$ cat src/sv/frs_pkg.sv
package frs_pkg;

  localparam int unsigned SCORE_W  = 15;
  localparam int unsigned NUM_W    = 31;
  localparam int unsigned DEN_W    = 16;
  localparam int unsigned WEIGHT_W = 9;
  localparam int unsigned QUEUE_DEPTH = 2;

  localparam logic [SCORE_W-1:0] FULL_SCORE = 15'd25600;
  localparam logic [SCORE_W-1:0] CAP_SCORE  = 15'd25344;

  typedef enum logic [2:0] {
    REG_FLAME_THR    = 3'd0,
    REG_WEIGHT_Z     = 3'd1,
    REG_WEIGHT_TREND = 3'd2,
    REG_WEIGHT_LEVEL = 3'd3,
    REG_WEIGHT_FLAME = 3'd4,
    REG_TREND_DANGER = 3'd5,
    REG_LEVEL_SAFE   = 3'd6,
    REG_LEVEL_DANGER = 3'd7
  } reg_idx_t;

  typedef enum logic [1:0] {
    SEL_ZERO = 2'b01,
    SEL_FULL = 2'b10,
    SEL_DIV  = 2'b00
  } map_sel_t;

  typedef struct packed {
    logic [15:0]         flame_thr;
    logic [WEIGHT_W-1:0] weight_z;
    logic [WEIGHT_W-1:0] weight_trend;
    logic [WEIGHT_W-1:0] weight_level;
    logic [WEIGHT_W-1:0] weight_flame;
    logic [14:0]         trend_danger;
    logic [11:0]         level_safe;
    logic [11:0]         level_danger;
  } cfg_t;

  // One division job: select code, numerator and divisor.
  typedef struct packed {
    map_sel_t         sel;
    logic [NUM_W-1:0] num;
    logic [DEN_W-1:0] den;
  } div_job_t;

  typedef struct packed {
    logic               confirmed;
    logic [SCORE_W-1:0] zmap;
    div_job_t           trend;
    div_job_t           level;
    div_job_t           flame;
  } item_t;

  // One restoring division step: returns the new remainder and the quotient bit.
  function automatic logic [DEN_W:0] div_step(input logic [DEN_W-1:0] rem,
                                              input logic nbit,
                                              input logic [DEN_W-1:0] den);
    logic [DEN_W:0] t;
    logic [DEN_W:0] d;
    t = {rem, nbit};
    d = {1'b0, den};
    if (t >= d) begin
      t = t - d;
      div_step = {t[DEN_W-1:0], 1'b1};
    end else begin
      div_step = {t[DEN_W-1:0], 1'b0};
    end
  endfunction

  function automatic logic [SCORE_W-1:0] map_pick(input map_sel_t sel,
                                                  input logic [SCORE_W-1:0] q);
    logic [SCORE_W-1:0] r;
    r = q;
    unique case (sel)
      SEL_ZERO: r = '0;
      SEL_FULL: r = FULL_SCORE;
      SEL_DIV:  r = q;
      default:  r = q;
    endcase
    return r;
  endfunction

endpackage

$ cat src/sv/frs_queue.sv
module frs_queue import frs_pkg::*; (
  input  logic  clk,
  input  logic  rst_n,
  input  logic  push,
  input  item_t push_item,
  output logic  full,
  output logic  pop_valid,
  output item_t pop_item
);

  item_t      mem_r [QUEUE_DEPTH];
  logic       wptr_r, rptr_r;
  logic [1:0] count_r, count_nxt;
  logic       do_push, do_pop;

  // The back end never stalls, so every queued word leaves in the next cycle.
  assign do_pop  = (count_r != 2'd0);
  assign do_push = push && (count_r != 2'(QUEUE_DEPTH));

  always_comb begin
    count_nxt = count_r;
    if (do_push && !do_pop) begin
      count_nxt = count_r + 2'd1;
    end else if (!do_push && do_pop) begin
      count_nxt = count_r - 2'd1;
    end
  end

  always_ff @(posedge clk) begin
    if (!rst_n) begin
      wptr_r  <= 1'b0;
      rptr_r  <= 1'b0;
      count_r <= '0;
    end else begin
      count_r <= count_nxt;
      if (do_push) begin
        wptr_r <= ~wptr_r;
      end
      if (do_pop) begin
        rptr_r <= ~rptr_r;
      end
    end
    if (do_push) begin
      mem_r[wptr_r] <= push_item;
    end
  end

  assign full      = (count_r == 2'(QUEUE_DEPTH));
  assign pop_valid = do_pop;
  assign pop_item  = mem_r[rptr_r];

endmodule

$ cat config.mk
export PLATFORM = sky130hd
export DESIGN_NAME = frs_queue
export DESIGN_NICKNAME = d
export VERILOG_FILES = /design/src/sv/frs_pkg.sv /design/src/sv/frs_queue.sv
export SDC_FILE = /design/constraint.sdc
export NUM_CORES = 1
export LEC_CHECK = 0
export BUFFER_PORTS_ARGS = -buffer_cell sky130_fd_sc_hd__buf_2
export CORE_MARGIN = 8
export CORE_UTILIZATION = 30
export CTS_BUF_LIST = sky130_fd_sc_hd__clkbuf_4 sky130_fd_sc_hd__clkbuf_8 sky130_fd_sc_hd__clkbuf_16
export CTS_CLUSTER_SIZE = 8
export DETAILED_ROUTE_END_ITERATION = 6
export GPL_TIMING_DRIVEN = 0
export HOLD_SLACK_MARGIN = 0.02
export SYNTH_ARGS = -nofsm -noshare
export SYNTH_HDL_FRONTEND = slang
export SYNTH_SLANG_ARGS = --single-unit
$ cat constraint.sdc
create_clock -name clk -period 18.24 [get_ports clk]
set_input_delay 3.648 -clock clk [delete_from_list [all_inputs] [get_ports clk]]
set_output_delay 3.648 -clock clk [all_outputs]
set_load 0.005 [all_outputs]
==> flow_metrics.tcl <==
set metrics [dict create \
    worstPathArrival_ps 1950 \
    cts_tree "built" \
    viasPerCell 4.262 \
    p_leak_nw 6.211 \
    worstSetupEndpointType "output port" \
    ant_nets 0 \
    synth_edf_count 326 \
    synth.distinct_cells 19 \
    drt_iter0_drc 261 \
    root_buffer "clkbuf_16" \
    dp_hpwl_mm 20.35 \
    synth_ff_type "edfxtp_1" \
    async_flop_share_pct 0 \
    clk_pin_slew_ps 50 \
    fin_skew_ps 14.82 \
    worstPathMaxFanout 10 \
    synthesis.area_mm2 0.01226 \
    grt_pass1_vias 6894 \
    hold_buffers 0 \
    worst_pin_slew_ps 559.8 \
    cts.sinks 331 \
    drt-total-wl_mm 28.08 \
    critPathRequiredTime_ps 14590 \
    fp.dieH_um 218.2 \
    yosys_warnings 0 \
    status "finished clean" \
    drc 0 \
    start_util_pct 30.24 \
    rsz0062_at_grt "false" \
    avgRoutedWirePerCell_um 19.01 \
    start_kind "flip-flop" \
    final_nets 1099 \
    synthTopCellsByCount "edfxtp_1, mux2_2, mux2_4, buf_2, buf_6" \
    num_rows 74 \
    firstDrtPassIters 4 \
    worstSkewPairLatency_ps 540 \
    synth_largest_area_cell "edfxtp_1" \
    antenna_found_initial 2 \
    netlist.area_leader.share_pct 79.83 \
    syn_area_per_cell_um2 23.05 \
    die_area_mm2 0.04760 \
    slew_violations 0 \
    dp_slack_ps 12470 \
    rrSetupSlack_ps 15740 \
    core_region_area_mm2 0.04055 \
    fin_crit_ps 5600 \
    seq_area_frac_synth_pct 80.64 \
    hold_class "flip-flop to flip-flop" \
    ctsLongestPathBuffers 3 \
    ys_ff_latch 331 \
    setup_viol 0 \
    overflow 0 \
    worstReg2RegStart "count_r[0]" \
    track_usage_pct 11.31 \
    cts_post_setup_buffers_inserted 0 \
    hp-start "count_r[1]" \
    slew_headroom_pct 62.47 \
    critical_path_class "flip-flop to output port" \
    post_cts_resized 0 \
    ios 331 \
    die_w_um 218.2 \
    max_freq_ghz 0.1786 \
    synthesis.instances 532 \
    period_share_pct 30.70 \
    syn_nets 699 \
    grt_start_max_net_pins 57 \
    holdWs_ps 566.7 \
    vias 6295 \
    h-tree-depth 2 \
    gp_congestion 0.6679 \
    hold_viol 0 \
    cts_made_buffers 47 \
    synth.most_common_cell "edfxtp_1" \
    finalWorstSetupSlack_ps 12640 \
    drive_gt1_share_pct 62.88 \
    place.port_buffers 330 \
    syn_to_final_growth_pct 32.06 \
    ir_drop_mv 0.08450 \
    drv_cap 0 \
    grt_pass1_wl_mm 41.06 \
    p_per_area_mw_per_mm2 141.0 \
    fin_setup_tns_ps 0 \
    synth.area.top_cells "edfxtp_1, mux2_4, mux2_2" \
]
through the flow:
stage                     std cells  instance area (µm²)  total power, W  util [%]
after floorplan                 532                12260        0.001320         -
after detailed placement       1415                14890        0.001544     36.71
final                          1477                16190        0.002283     39.93
after global routing           1477                16190        0.002395     39.93
after CTS                      1475                16190        0.002334     39.92
after global placement         1394                14580        0.001565     35.95
path summary, 6_finish.rpt:
path,cells past startpoint,end
worst min register to register,2,count_r[1]
worst min-delay path,2,count_r[1]
worst max register to register,9,mem_r[0][87]
worst max-delay path,5,pop_item[142]
cells by family after synthesis:
| family | Yosys count | synth area share [%] |
|---|---|---|
| xor gates and xnor gates | 3 | 0.2143 |
| AOI/OAI and AO/OA | 4 | 0.2244 |
| buffers and inverters | 21 | 1.286 |
| adders and majority gates | 1 | 0.1020 |
| and+or+nand+nor | 9 | 0.4184 |
| muxes | 163 | 17.11 |
| DFF | 331 | 80.64 |
flip-flops by register name, indices dropped and copies added (netlist names), named ones only:
name	flops
count_r	2
mem_r	326
rptr_r	1
wptr_r	1
power by group:
group          switching, W  internal [W]
Combinational      0.000250      0.000282
Clock              0.000285      0.000486
Sequential        0.0000223      0.000957
Total              0.000557       0.00173
cell usage in the layout, fill, tap and decap left out:
cell / count
buf_2: 339
edfxtp_1: 326
mux2_2: 93
mux2_4: 70
clkbuf_16: 49
buf_6: 24
clkbuf_4: 9
dfxtp_1: 5
inv_1: 3
and2_1: 3
buf_8: 3
buf_16: 3
diode_2: 2
nor2_1: 2
xnor2_1: 2
a21boi_0: 2
or2b_1: 1
and3_4: 1
nor3_2: 1
o21a_1: 1
xor2_1: 1
o21ai_0: 1
or3_1: 1
ha_1: 1
clkinv_2: 1
clkinv_1: 1
critical path, cell delays in order, from the launching register on:
cell,delay (ps)
dfxtp_1,320
buf_6,180
buf_6,220
buf_6,220
mux2_4,320
buf_2,140
routing by layer:
layer / GRT usage (%) / share of wire (%) / vias to the layer above
met2: 19.20 / 51 / 238
met1: 12.50 / 38 / 3098
met4: 4.613 / 2.5 / 0
li1: - / - / 2912
met5: 0 / 0 / -
met3: 4.604 / 9.1 / 47
layout make-up:
class | instances | area [µm²]
repair buffers | 351 | 1948
flip-flops and latches | 331 | 9889
multi-input cells | 180 | 2226
fillers | 3771 | 24360
clock buffers | 58 | 1294
plain buffers | 18 | 146.4
inverters | 3 | 11.26
well taps | 532 | 665.6
clock inverters | 2 | 8.758
diodes | 2 | 5.005
No activity file was read; power rests on OpenSTA's default activity.
