--- src/sv/frs_pkg.sv ---
package frs_pkg;

  localparam int unsigned SCORE_W  = 15;
  localparam int unsigned NUM_W    = 31;
  localparam int unsigned DEN_W    = 16;
  localparam int unsigned WEIGHT_W = 9;
  localparam int unsigned QUEUE_DEPTH = 2;

  localparam logic [SCORE_W-1:0] FULL_SCORE = 15'd25600;
  localparam logic [SCORE_W-1:0] CAP_SCORE  = 15'd25344;

  typedef enum logic [2:0] {
    REG_FLAME_THR    = 3'd0,
    REG_WEIGHT_Z     = 3'd1,
    REG_WEIGHT_TREND = 3'd2,
    REG_WEIGHT_LEVEL = 3'd3,
    REG_WEIGHT_FLAME = 3'd4,
    REG_TREND_DANGER = 3'd5,
    REG_LEVEL_SAFE   = 3'd6,
    REG_LEVEL_DANGER = 3'd7
  } reg_idx_t;

  typedef enum logic [1:0] {
    SEL_ZERO = 2'b01,
    SEL_FULL = 2'b10,
    SEL_DIV  = 2'b00
  } map_sel_t;

  typedef struct packed {
    logic [15:0]         flame_thr;
    logic [WEIGHT_W-1:0] weight_z;
    logic [WEIGHT_W-1:0] weight_trend;
    logic [WEIGHT_W-1:0] weight_level;
    logic [WEIGHT_W-1:0] weight_flame;
    logic [14:0]         trend_danger;
    logic [11:0]         level_safe;
    logic [11:0]         level_danger;
  } cfg_t;

  // One division job: select code, numerator and divisor.
  typedef struct packed {
    map_sel_t         sel;
    logic [NUM_W-1:0] num;
    logic [DEN_W-1:0] den;
  } div_job_t;

  typedef struct packed {
    logic               confirmed;
    logic [SCORE_W-1:0] zmap;
    div_job_t           trend;
    div_job_t           level;
    div_job_t           flame;
  } item_t;

  // One restoring division step: returns the new remainder and the quotient bit.
  function automatic logic [DEN_W:0] div_step(input logic [DEN_W-1:0] rem,
                                              input logic nbit,
                                              input logic [DEN_W-1:0] den);
    logic [DEN_W:0] t;
    logic [DEN_W:0] d;
    t = {rem, nbit};
    d = {1'b0, den};
    if (t >= d) begin
      t = t - d;
      div_step = {t[DEN_W-1:0], 1'b1};
    end else begin
      div_step = {t[DEN_W-1:0], 1'b0};
    end
  endfunction

  function automatic logic [SCORE_W-1:0] map_pick(input map_sel_t sel,
                                                  input logic [SCORE_W-1:0] q);
    logic [SCORE_W-1:0] r;
    r = q;
    unique case (sel)
      SEL_ZERO: r = '0;
      SEL_FULL: r = FULL_SCORE;
      SEL_DIV:  r = q;
      default:  r = q;
    endcase
    return r;
  endfunction

endpackage

--- src/sv/frs_front.sv ---
module frs_front import frs_pkg::*; #(
  parameter int unsigned FRACTION_BITS = 8
) (
  input  logic        clk,
  input  logic        rst_n,
  input  cfg_t        cfg,
  input  logic        accept,
  input  logic [15:0] z_score,
  input  logic [15:0] gas_rate,
  input  logic [11:0] gas_level,
  input  logic [15:0] flame_ticks,
  input  logic        flame_seen,
  output logic        item_valid,
  output item_t       item
);

  localparam logic [17:0] TWO = 18'(18'd2 << FRACTION_BITS);
  localparam logic [17:0] SIX = 18'(18'd6 << FRACTION_BITS);

  logic               valid_r;
  item_t              item_r, item_nxt;
  logic [17:0]        u;
  logic [14:0]        diff;
  logic [12:0]        coef;
  logic [SCORE_W-1:0] base;
  logic [27:0]        prod;
  logic [27:0]        zsum;
  logic [SCORE_W-1:0] zmap;
  logic [14:0]        rate;
  logic [11:0]        lvl_diff;
  logic [11:0]        lvl_span;

  always_comb begin
    u = {3'b000, z_score[14:0]};
    if (u <= TWO) begin
      diff = z_score[14:0];
      coef = 13'd1280;
      base = '0;
    end else if (u <= SIX) begin
      diff = 15'(u - TWO);
      coef = 13'd4480;
      base = 15'd2560;
    end else begin
      diff = 15'(u - SIX);
      coef = 13'd1280;
      base = 15'd20480;
    end
    prod = 28'(diff) * 28'(coef);
    zsum = 28'(base) + (prod >> FRACTION_BITS);
    if (z_score[15] || z_score == 16'd0) begin
      zmap = '0;
    end else if (u <= TWO && zsum > 28'd2560) begin
      zmap = 15'd2560;
    end else if (zsum > 28'(FULL_SCORE)) begin
      zmap = FULL_SCORE;
    end else begin
      zmap = zsum[SCORE_W-1:0];
    end
  end

  always_comb begin
    rate     = gas_rate[14:0];
    lvl_diff = gas_level - cfg.level_safe;
    lvl_span = cfg.level_danger - cfg.level_safe;

    item_nxt.confirmed = flame_seen && (flame_ticks >= cfg.flame_thr);
    item_nxt.zmap      = zmap;

    item_nxt.trend.num = NUM_W'(rate) * NUM_W'(FULL_SCORE);
    item_nxt.trend.den = {1'b0, cfg.trend_danger};
    if (gas_rate[15] || gas_rate == 16'd0) begin
      item_nxt.trend.sel = SEL_ZERO;
    end else if (cfg.trend_danger == 15'd0 || rate >= cfg.trend_danger) begin
      item_nxt.trend.sel = SEL_FULL;
    end else begin
      item_nxt.trend.sel = SEL_DIV;
    end

    item_nxt.level.num = NUM_W'(lvl_diff) * NUM_W'(FULL_SCORE);
    item_nxt.level.den = DEN_W'(lvl_span);
    if (gas_level <= cfg.level_safe) begin
      item_nxt.level.sel = SEL_ZERO;
    end else if (gas_level >= cfg.level_danger) begin
      item_nxt.level.sel = SEL_FULL;
    end else begin
      item_nxt.level.sel = SEL_DIV;
    end

    item_nxt.flame.num = NUM_W'(flame_ticks) * NUM_W'(FULL_SCORE);
    item_nxt.flame.den = cfg.flame_thr;
    if (flame_ticks == 16'd0) begin
      item_nxt.flame.sel = SEL_ZERO;
    end else if (flame_ticks >= cfg.flame_thr) begin
      item_nxt.flame.sel = SEL_FULL;
    end else begin
      item_nxt.flame.sel = SEL_DIV;
    end
  end

  always_ff @(posedge clk) begin
    if (!rst_n) begin
      valid_r <= 1'b0;
    end else begin
      valid_r <= accept;
    end
    if (accept) begin
      item_r <= item_nxt;
    end
  end

  assign item_valid = valid_r;
  assign item       = item_r;

endmodule

--- config.mk ---
export PLATFORM = sky130hd
export DESIGN_NAME = frs_front
export DESIGN_NICKNAME = d
export VERILOG_FILES = /design/src/sv/frs_pkg.sv /design/src/sv/frs_front.sv
export SDC_FILE = /design/constraint.sdc
export NUM_CORES = 1
export LEC_CHECK = 0
export BUFFER_PORTS_ARGS = -buffer_cell sky130_fd_sc_hd__buf_2
export CAP_MARGIN = 40
export CORE_ASPECT_RATIO = 0.5
export CORE_MARGIN = 8
export CORE_UTILIZATION = 56
export DETAILED_ROUTE_END_ITERATION = 10
export PLACE_DENSITY = 0.82
export RECOVER_POWER = 25
export SYNTH_ARGS = -nofsm -noshare
export SYNTH_HDL_FRONTEND = slang
export SYNTH_SLANG_ARGS = --single-unit
--- constraint.sdc ---
create_clock -name clk -period 10.3 [get_ports clk]
set_input_delay 1.545 -clock clk [delete_from_list [all_inputs] [get_ports clk]]
set_output_delay 1.545 -clock clk [all_outputs]
set_load 0.05 [all_outputs]
==> metrics.yaml <==
run_status:
  status: "complete, but fails checks"
  violations: "max-capacitance violations, max-slew violations"
logic_synthesis:
  synth.most_common_cell: "ha_1"
  synth_ff_type: "edfxtp_1"
  synth.largest_area_cell: "ha_1"
  synth-seq-cells: 124
  synth_xor_area_frac: 0.0513
  ys_top_cells_by_count: "ha_1, inv_1, edfxtp_1, nor2_1, fa_1"
  synth-edff-count: 123
  synth_warnings: 0
  synth_top_family_by_area: "adder cells"
  ys_types: 76
  synth-compound-area-share: 0.106
  synth_fa_ha_area_frac: 0.367
  async_flop_share: 0
  seq_area_frac_synth: 0.273
  synth-simple-area-share: 0.0965
  synthTopCellsByArea: "ha_1, edfxtp_1, fa_1, inv_1, xnor2_1"
  syn_area_sq_mm: 0.0136
  synth_top_area_frac: 0.288
  synth.avg_cell_area_sq_um: 9.93
  synthMuxAreaShare: 0.00239
  syn_inst: 1370
power:
  swShare: 0.458
  combPwrFrac: 0.584
  p_switching_uw: 1470
  p_seq_frac: 0.235
  p_per_area_mw_per_mm2: 206
  power.leakage_uw: 0.00822
  p_int_uw: 1740
  p_clk_frac: 0.182
  ir_worst_vdd_mv: 0.140
sta:
  hold_viol: 0
  finalWorstSetupSlack_ns: 1.24
  whs_ns: 1.30
  finalSetupViolCount: 0
  max_freq_ghz: 0.110
  maxSlewViolCount: 69
  fin_tns_setup_ns: 0
  timing.final.crit_share: 0.880
  worstMarginPinSlew_ns: 3.56
  rsz0062_at_grt: "no"
  fin_crit_ns: 9.06
  maxSlewHeadroom: -1.37
global_routing:
  grt_max_degree: 69
  grt_pass1_wl_microns: 50100
  grtUsageTotal: 0.205
  antenna_found_initial: 0
  grt_pass1_vias: 10700
  grt-ovfl-total: 0
setup_path:
  worst_ep_required_time_ns: 10.47
  cp-start-kind: "input port"
  crit_type: "in2reg"
  cp_max_fo: 13
  cpMostUsedCell: "ha_1"
  cpPeakStageDelay_ns: 0.55
  critPathSlowestCell: "fa_1"
  cp_data_arrival_time_ns: 9.24
  worstSetupEndpointType: "flop"
floorplan:
  num_io_pins: 319
  rows: 40
  die_area_sq_mm: 0.0298
  die_w_microns: 236
  chipHeight_microns: 126
  core_sq_mm: 0.0239
  start_util: 0.569
routing:
  wl_per_cell_microns: 15.6
  firstDrtPassIters: 5
  wirelength_microns: 30600
  num_vias: 10500
  post-route-drc-count: 0
  via_per_inst: 5.35
  drtIter0Drc: 550
  antenna_left: 0
layout:
  drive_gt1_frac: 0.164
  fin_nets: 2155
  seqCellArea_sq_mm: 0.00371
  num-fill-cells: 1905
  multi_input_comb_area_sq_mm: 0.00865
  utilization: 0.653
  area_delta_synth_final_pct: 14.7
  fin_area_sq_mm: 0.0156
  n_antenna_cell: 0
placement:
  place_area_sq_mm: 0.0151
  gp_congestion: 0.871
  port_buffers: 242
  dp_slack_ns: 0.909
  dp_hpwl_microns: 25300
clock_network:
  numCtsBuffers: 17
  cts_htree_levels: 4
  clockRootBuffer: "clkbuf_16"
  clk_pin_slew_ns: 0.05
  hold_buffers: 0
  clock-sinks: 124
  cts-resized-gates: 0
  cts_setup_buffers: 0
  cts.path.max_buffers: 2
  cts_tree: "done"
job:
  cap_violations: 1
min_path:
  min_path_cells: 1
  min_path_type: "in2reg"
[layout by cell type (no fill, tap or decap), drive strengths merged, types with 4 or more instances in the layout]
cell type / instances
nor4: 11
o21ai: 38
o21a: 12
and2: 25
fa: 54
ha: 313
inv: 287
nor2: 80
clkbuf: 47
o31ai: 6
nand3: 11
and3: 4
nor3: 19
a211oi: 5
nor2b: 14
o21bai: 10
o211ai: 5
a31oi: 14
a21o: 29
buf: 219
edfxtp: 123
conb: 45
o2111ai: 7
nand2b: 7
xnor2: 51
nand2: 40
clkinv: 9
a21boi: 6
xor2: 26
or2: 5
nand4: 19
a21oi: 44
[worst paths after layout]
check,to,from,slack (ns)
worst max-delay path,item[147]$_SDFFCE_PP0P_,z_score[5],1.24
worst min-delay path,item[3]$_DFFE_PP_,cfg[78],1.30
[logic make-up (layout without fill, tap and decap cells)]
kind of cell | count (synthesis) | count (layout)
AO/OA/AOI/OAI | 208 | 208
XOR/XNOR | 78 | 78
adder cells (fa/ha/maj) | 367 | 367
buffers and inverters | 333 | 565
flip-flops | 124 | 124
multiplexers | 3 | 3
other | 2 | 45
AND/OR/NAND/NOR | 255 | 255
[layer usage]
layer,wire (microns),GRT usage,vias to the layer above
met5,0,0,-
met4,782,0.0712,0
met3,1800,0.0522,56
met2,15600,0.375,327
met1,12500,0.230,4934
li1,-,-,5164
[critical path: cells and delay by family]
| kind | cells | cell delay [ns] |
|---|---|---|
| adders and majority gates | 7 | 2.51 |
| and+or+nand+nor | 12 | 2.19 |
| AOI/OAI and AO/OA | 7 | 1.92 |
| buffers and inverters | 6 | 0.92 |
| xor gates and xnor gates | 1 | 0.15 |
[power groups by stage]
| stage | Clock [uW] | Sequential (uW) | Combinational (uW) |
|---|---|---|---|
| floorplan | 0 | 1130 | 1100 |
| global placement | 0 | 759 | 1840 |
| detailed placement | 0 | 764 | 1870 |
| CTS | 595 | 754 | 1880 |
| global route | 613 | 761 | 2070 |
| finish | 583 | 754 | 1870 |
[area by class of cell]
type,count,share of cell area
well taps,315,0.0252
inverters,286,0.0688
repair buffers,248,0.0781
flip-flops and latches,124,0.238
clock buffers,18,0.0275
multi-input cells,956,0.554
clock inverters,13,0.00810
[sequential cells by signal, indices dropped and copies added, names as in the netlist]
| name | count |
|---|---|
| item | 123 |
| item_valid | 1 |
[per-stage QoR]
step | total power [uW] | instances
floorplan | 2230 | 1413
global placement | 2590 | 1929
detailed placement | 2630 | 1929
CTS | 3230 | 1960
global route | 3450 | 1960
finish | 3210 | 1960
(Power assumes the default switching activity.)
