--- src/sv/frs_pkg.sv ---
package frs_pkg;

  localparam int unsigned SCORE_W  = 15;
  localparam int unsigned NUM_W    = 31;
  localparam int unsigned DEN_W    = 16;
  localparam int unsigned WEIGHT_W = 9;
  localparam int unsigned QUEUE_DEPTH = 2;

  localparam logic [SCORE_W-1:0] FULL_SCORE = 15'd25600;
  localparam logic [SCORE_W-1:0] CAP_SCORE  = 15'd25344;

  typedef enum logic [2:0] {
    REG_FLAME_THR    = 3'd0,
    REG_WEIGHT_Z     = 3'd1,
    REG_WEIGHT_TREND = 3'd2,
    REG_WEIGHT_LEVEL = 3'd3,
    REG_WEIGHT_FLAME = 3'd4,
    REG_TREND_DANGER = 3'd5,
    REG_LEVEL_SAFE   = 3'd6,
    REG_LEVEL_DANGER = 3'd7
  } reg_idx_t;

  typedef enum logic [1:0] {
    SEL_ZERO = 2'b01,
    SEL_FULL = 2'b10,
    SEL_DIV  = 2'b00
  } map_sel_t;

  typedef struct packed {
    logic [15:0]         flame_thr;
    logic [WEIGHT_W-1:0] weight_z;
    logic [WEIGHT_W-1:0] weight_trend;
    logic [WEIGHT_W-1:0] weight_level;
    logic [WEIGHT_W-1:0] weight_flame;
    logic [14:0]         trend_danger;
    logic [11:0]         level_safe;
    logic [11:0]         level_danger;
  } cfg_t;

  // One division job: select code, numerator and divisor.
  typedef struct packed {
    map_sel_t         sel;
    logic [NUM_W-1:0] num;
    logic [DEN_W-1:0] den;
  } div_job_t;

  typedef struct packed {
    logic               confirmed;
    logic [SCORE_W-1:0] zmap;
    div_job_t           trend;
    div_job_t           level;
    div_job_t           flame;
  } item_t;

  // One restoring division step: returns the new remainder and the quotient bit.
  function automatic logic [DEN_W:0] div_step(input logic [DEN_W-1:0] rem,
                                              input logic nbit,
                                              input logic [DEN_W-1:0] den);
    logic [DEN_W:0] t;
    logic [DEN_W:0] d;
    t = {rem, nbit};
    d = {1'b0, den};
    if (t >= d) begin
      t = t - d;
      div_step = {t[DEN_W-1:0], 1'b1};
    end else begin
      div_step = {t[DEN_W-1:0], 1'b0};
    end
  endfunction

  function automatic logic [SCORE_W-1:0] map_pick(input map_sel_t sel,
                                                  input logic [SCORE_W-1:0] q);
    logic [SCORE_W-1:0] r;
    r = q;
    unique case (sel)
      SEL_ZERO: r = '0;
      SEL_FULL: r = FULL_SCORE;
      SEL_DIV:  r = q;
      default:  r = q;
    endcase
    return r;
  endfunction

endpackage

--- src/sv/frs_back.sv ---
module frs_back import frs_pkg::*; (
  input  logic               clk,
  input  logic               rst_n,
  input  cfg_t               cfg,
  input  logic               in_valid,
  input  item_t              in_item,
  output logic               res_valid,
  output logic [SCORE_W-1:0] res_score,
  output logic               res_confirmed
);

  localparam int unsigned STEPS = SCORE_W;

  logic               valid_r [STEPS+1];
  item_t              item_r  [STEPS+1];
  logic [DEN_W-1:0]   rem_r   [STEPS+1][3];
  logic [SCORE_W-1:0] q_r     [STEPS+1][3];

  // Stage 0 loads the remainder with the numerator bits above the quotient.
  always_ff @(posedge clk) begin
    if (!rst_n) begin
      valid_r[0] <= 1'b0;
    end else begin
      valid_r[0] <= in_valid;
    end
    item_r[0]    <= in_item;
    rem_r[0][0]  <= in_item.trend.num[NUM_W-1:STEPS];
    rem_r[0][1]  <= in_item.level.num[NUM_W-1:STEPS];
    rem_r[0][2]  <= in_item.flame.num[NUM_W-1:STEPS];
    q_r[0][0]    <= '0;
    q_r[0][1]    <= '0;
    q_r[0][2]    <= '0;
  end

  for (genvar k = 0; k < STEPS; k++) begin : g_step
    localparam int unsigned BIT = STEPS - 1 - k;
    logic [DEN_W:0] s0, s1, s2;

    always_comb begin
      s0 = div_step(rem_r[k][0], item_r[k].trend.num[BIT], item_r[k].trend.den);
      s1 = div_step(rem_r[k][1], item_r[k].level.num[BIT], item_r[k].level.den);
      s2 = div_step(rem_r[k][2], item_r[k].flame.num[BIT], item_r[k].flame.den);
    end

    always_ff @(posedge clk) begin
      if (!rst_n) begin
        valid_r[k+1] <= 1'b0;
      end else begin
        valid_r[k+1] <= valid_r[k];
      end
      item_r[k+1]   <= item_r[k];
      rem_r[k+1][0] <= s0[DEN_W:1];
      rem_r[k+1][1] <= s1[DEN_W:1];
      rem_r[k+1][2] <= s2[DEN_W:1];
      q_r[k+1][0]   <= {q_r[k][0][SCORE_W-2:0], s0[0]};
      q_r[k+1][1]   <= {q_r[k][1][SCORE_W-2:0], s1[0]};
      q_r[k+1][2]   <= {q_r[k][2][SCORE_W-2:0], s2[0]};
    end
  end

  localparam int unsigned PROD_W = SCORE_W + WEIGHT_W;
  localparam int unsigned SUM_W  = PROD_W + 2;

  logic              pvalid_r, pconf_r;
  logic [PROD_W-1:0] p_r [4];
  logic [SUM_W-1:0]  sum;
  logic [SUM_W-9:0]  scaled;
  logic              ovalid_r, oconf_r;
  logic [SCORE_W-1:0] oscore_r, oscore_nxt;

  always_ff @(posedge clk) begin
    if (!rst_n) begin
      pvalid_r <= 1'b0;
    end else begin
      pvalid_r <= valid_r[STEPS];
    end
    pconf_r <= item_r[STEPS].confirmed;
    p_r[0]  <= PROD_W'(item_r[STEPS].zmap) * PROD_W'(cfg.weight_z);
    p_r[1]  <= PROD_W'(map_pick(item_r[STEPS].trend.sel, q_r[STEPS][0]))
               * PROD_W'(cfg.weight_trend);
    p_r[2]  <= PROD_W'(map_pick(item_r[STEPS].level.sel, q_r[STEPS][1]))
               * PROD_W'(cfg.weight_level);
    p_r[3]  <= PROD_W'(map_pick(item_r[STEPS].flame.sel, q_r[STEPS][2]))
               * PROD_W'(cfg.weight_flame);
  end

  always_comb begin
    sum    = SUM_W'(p_r[0]) + SUM_W'(p_r[1]) + SUM_W'(p_r[2]) + SUM_W'(p_r[3]);
    scaled = sum[SUM_W-1:8];
    if (pconf_r) begin
      oscore_nxt = FULL_SCORE;
    end else if (scaled > (SUM_W-8)'(CAP_SCORE)) begin
      oscore_nxt = CAP_SCORE;
    end else begin
      oscore_nxt = scaled[SCORE_W-1:0];
    end
  end

  always_ff @(posedge clk) begin
    if (!rst_n) begin
      ovalid_r <= 1'b0;
    end else begin
      ovalid_r <= pvalid_r;
    end
    oconf_r  <= pconf_r;
    oscore_r <= oscore_nxt;
  end

  assign res_valid     = ovalid_r;
  assign res_score     = oscore_r;
  assign res_confirmed = oconf_r;

endmodule

--- config.mk ---
export PLATFORM = sky130hd
export DESIGN_NAME = frs_back
export DESIGN_NICKNAME = d
export VERILOG_FILES = /design/src/sv/frs_pkg.sv /design/src/sv/frs_back.sv
export SDC_FILE = /design/constraint.sdc
export NUM_CORES = 2
export LEC_CHECK = 0
export ABC_CLOCK_PERIOD_IN_PS = 15100
export BUFFER_PORTS_ARGS = -buffer_cell sky130_fd_sc_hd__buf_2
export CORE_MARGIN = 1.5
export CORE_UTILIZATION = 55
export CTS_CLUSTER_SIZE = 10
export DETAILED_ROUTE_END_ITERATION = 10
export PLACE_DENSITY = 0.71
export SLEW_MARGIN = 30
export SYNTH_ARGS = -nofsm -noshare
export SYNTH_HDL_FRONTEND = slang
export SYNTH_MEMORY_MAX_BITS = 65536
export SYNTH_SLANG_ARGS = --single-unit
--- constraint.sdc ---
create_clock -name clk -period 15.1 [get_ports clk]
set_input_delay 3.02 -clock clk [delete_from_list [all_inputs] [get_ports clk]]
set_output_delay 3.02 -clock clk [all_outputs]
set_load 0.005 [all_outputs]
==> out/metrics.yaml <==
io_buffers: 218
wl_mm: 227
fillers: 16800
end_kind: "flip-flop"
drtAntennaViolNets: 0
drt_iter0_markers: 3839
post_cts_buffers: 0
fp.dieH_um: 462
register_area_um2: 52900
grt_pass1_vias: 79000
hold_viol_final: 0
synthCells: 11100
cts.repair.resized: 0
hpwlAfterDp_mm: 174
max_slew_margin_pct: 35.6
synth_edf_count: 0
synth.area.top_cells: "dfxtp_1, ha_1, fa_1"
area_delta_synth_final_pct: 10.4
ys.warnings.count: 0
fin_crit_ns: 7.16
syn_area_um2: 116000
critPathMostFrequentCell: "fa_1"
place_congestion: 0.919
grt.overflow.total: 0
grt_max_degree: 67
skew_ns: 0.0578
synth.ff_latch_count: 2643
root_buffer: "clkbuf_16"
die_area_um2: 214000
yosysMostFrequentCell: "dfxtp_1"
drt_pre_antenna_iters: 8
critical_path.slowest_cell: "fa_1"
worst_skew_pair.late_latency_ns: 0.92
antenna_found_initial: 12
numCtsBuffers: 319
post-route-period-util_pct: 47.4
synth-async-reset-ratio_pct: 0
cts_buffer_depth: 4
worstMarginPinSlew_ns: 0.941
synth_top_family_by_area: "adder cells"
synth_mux_area_share_pct: 5.74
crit_path_max_incr_delay_ns: 0.55
htree_levels: 5
drv_cap: 0
hp-class: "flip-flop to flip-flop"
synth.distinct_cells: 93
drc: 0
max_freq_ghz: 0.140
synthSimpleGateAreaFrac_pct: 12.0
crit_path_start_kind: "input port"
synth-adder-area-share_pct: 17.7
arrival_ns: 7.91
maxSlewViolCount: 0
totalNegativeSetupSlack_ns: 0
cp_max_fo: 15
synth_nets: 12700
avgSynthCellArea_um2: 10.4
wire_per_inst_um: 15.9
io_pins: 274
die_w_um: 462
clkSinkCount: 2643
synthFlopType: "dfxtp_1"
drive_gt1_share_pct: 10.2
cts_hold_buf: 0
synth_top_area_share_pct: 45.6
via_count: 77200
synth_common_cells: "dfxtp_1, inv_1, ha_1"
synth_seq_area_share_pct: 45.6
path_class: "input port to flip-flop"
viasPerCell: 5.40
synth-compound-area-share_pct: 10.3
setup_violations: 0
rsz0062_at_grt: "no"
path_clk_slew_ns: 0.05
path_cells: "buf_2, nand2_1, fa_1, inv_1, fa_1, fa_1, fa_1, ha_1, or4_1, o21a_1, a41oi_1, a211oi_1, a41o_1, o41a_1, xor2_1"
synth_top_area_cell: "dfxtp_1"
worstPathRequired_ns: 15.85
outcome: "finished, final reports clean"
track_usage_pct: 21.0
synth_xor_area_share_pct: 3.31
start_util_pct: 55.4
coreArea_um2: 210000
nets: 13100
multiInputGateArea_um2: 56900
cts_tree: "built"
grt_pass1_wl_mm: 378
fp-row-count: 168
[cell usage in the layout (no fill, tap or decap), types with 116 or more instances in the layout]
cell type | synthesis | final
dfxtp_1 | 2643 | 2643
o21ai_0 | 282 | 282
nor3_1 | 254 | 254
and2_1 | 164 | 164
mux2_2 | 476 | 476
a21oi_1 | 442 | 442
inv_1 | 1379 | 1379
or3_1 | 163 | 163
nor2_1 | 467 | 467
nand4_1 | 175 | 175
buf_2 | 21 | 218
a211oi_1 | 130 | 130
ha_1 | 947 | 947
nand3_1 | 187 | 187
clkbuf_16 | 0 | 325
o21a_1 | 165 | 165
xnor2_1 | 323 | 323
fa_1 | 434 | 434
nand2b_1 | 116 | 116
nor2b_1 | 185 | 185
mux2i_1 | 117 | 117
xor2_1 | 116 | 116
and3_1 | 254 | 254
nand2_1 | 597 | 597
[critical path: cells and delay by family]
family	cells	cell delay, ns
adders and majority gates	5	2.34
AOI/OAI and AO/OA	5	1.35
and+or+nand+nor	2	0.66
buffers and inverters	2	0.37
xor gates and xnor gates	1	0.16
[metrics by stage]
stage / hold WS (ns) / cells / worst slack, ns / util (%) / instance area, um2
CTS: 0.302 / 14300 / 8.02 / 61.1 / 128000
global route: 0.308 / 14300 / 7.70 / 61.1 / 128000
global placement: 0.309 / 13900 / 7.17 / 57.1 / 120000
floorplan: 0.310 / 11100 / 7.49 / - / 116000
finish: 0.297 / 14300 / 7.94 / 61.1 / 128000
detailed placement: 0.312 / 13900 / 7.07 / 57.1 / 120000
[cell type report]
class,instances,share of cell area (%)
diodes,4,0.00781
clock buffers,357,6.51
clock inverters,13,0.0820
inverters,1381,4.05
multi-input cells,6872,44.4
flip-flops and latches,2643,41.3
well taps,2805,2.74
repair buffers,222,0.875
[cells by family after synthesis]
| kind of cell | after synthesis |
|---|---|
| and+or+nand+nor | 2714 |
| muxes | 603 |
| AOI/OAI and AO/OA | 1735 |
| buffers and inverters | 1595 |
| xor gates and xnor gates | 439 |
| adders and majority gates | 1381 |
| DFF | 2643 |
[final timing paths]
path | startpoint | endpoint | slack (ns) | depth (start not counted)
setup / recovery | cfg[74] | p_r[0][22] | 7.94 | 15
hold reg to reg | q_r[0][304] | q_r[0][350] | 0.30 | 0
hold / removal | q_r[0][304] | q_r[0][350] | 0.30 | 0
setup reg to reg | item_r[7][308] | p_r[1][22] | 9.04 | 17
[layer usage]
metal | GRT usage [%] | share of wire, % | up-vias
met5 | 0 | 0 | -
met4 | 9.67 | 4.4 | 0
met3 | 2.99 | 4.0 | 592
met2 | 36.5 | 48 | 1772
met1 | 25.5 | 43 | 36500
li1 | - | - | 38400
[state kept, by name (all words and copies together) (netlist names)]
name	count
valid_r	16
rem_r	672
res_valid	1
p_r	96
pvalid_r	1
pconf_r	1
res_score	15
q_r	360
res_confirmed	1
item_r	1480
Power is left out: the tool's default activity adds up to more than one toggle a clock period on the data nets, which glitch-free logic cannot reach.
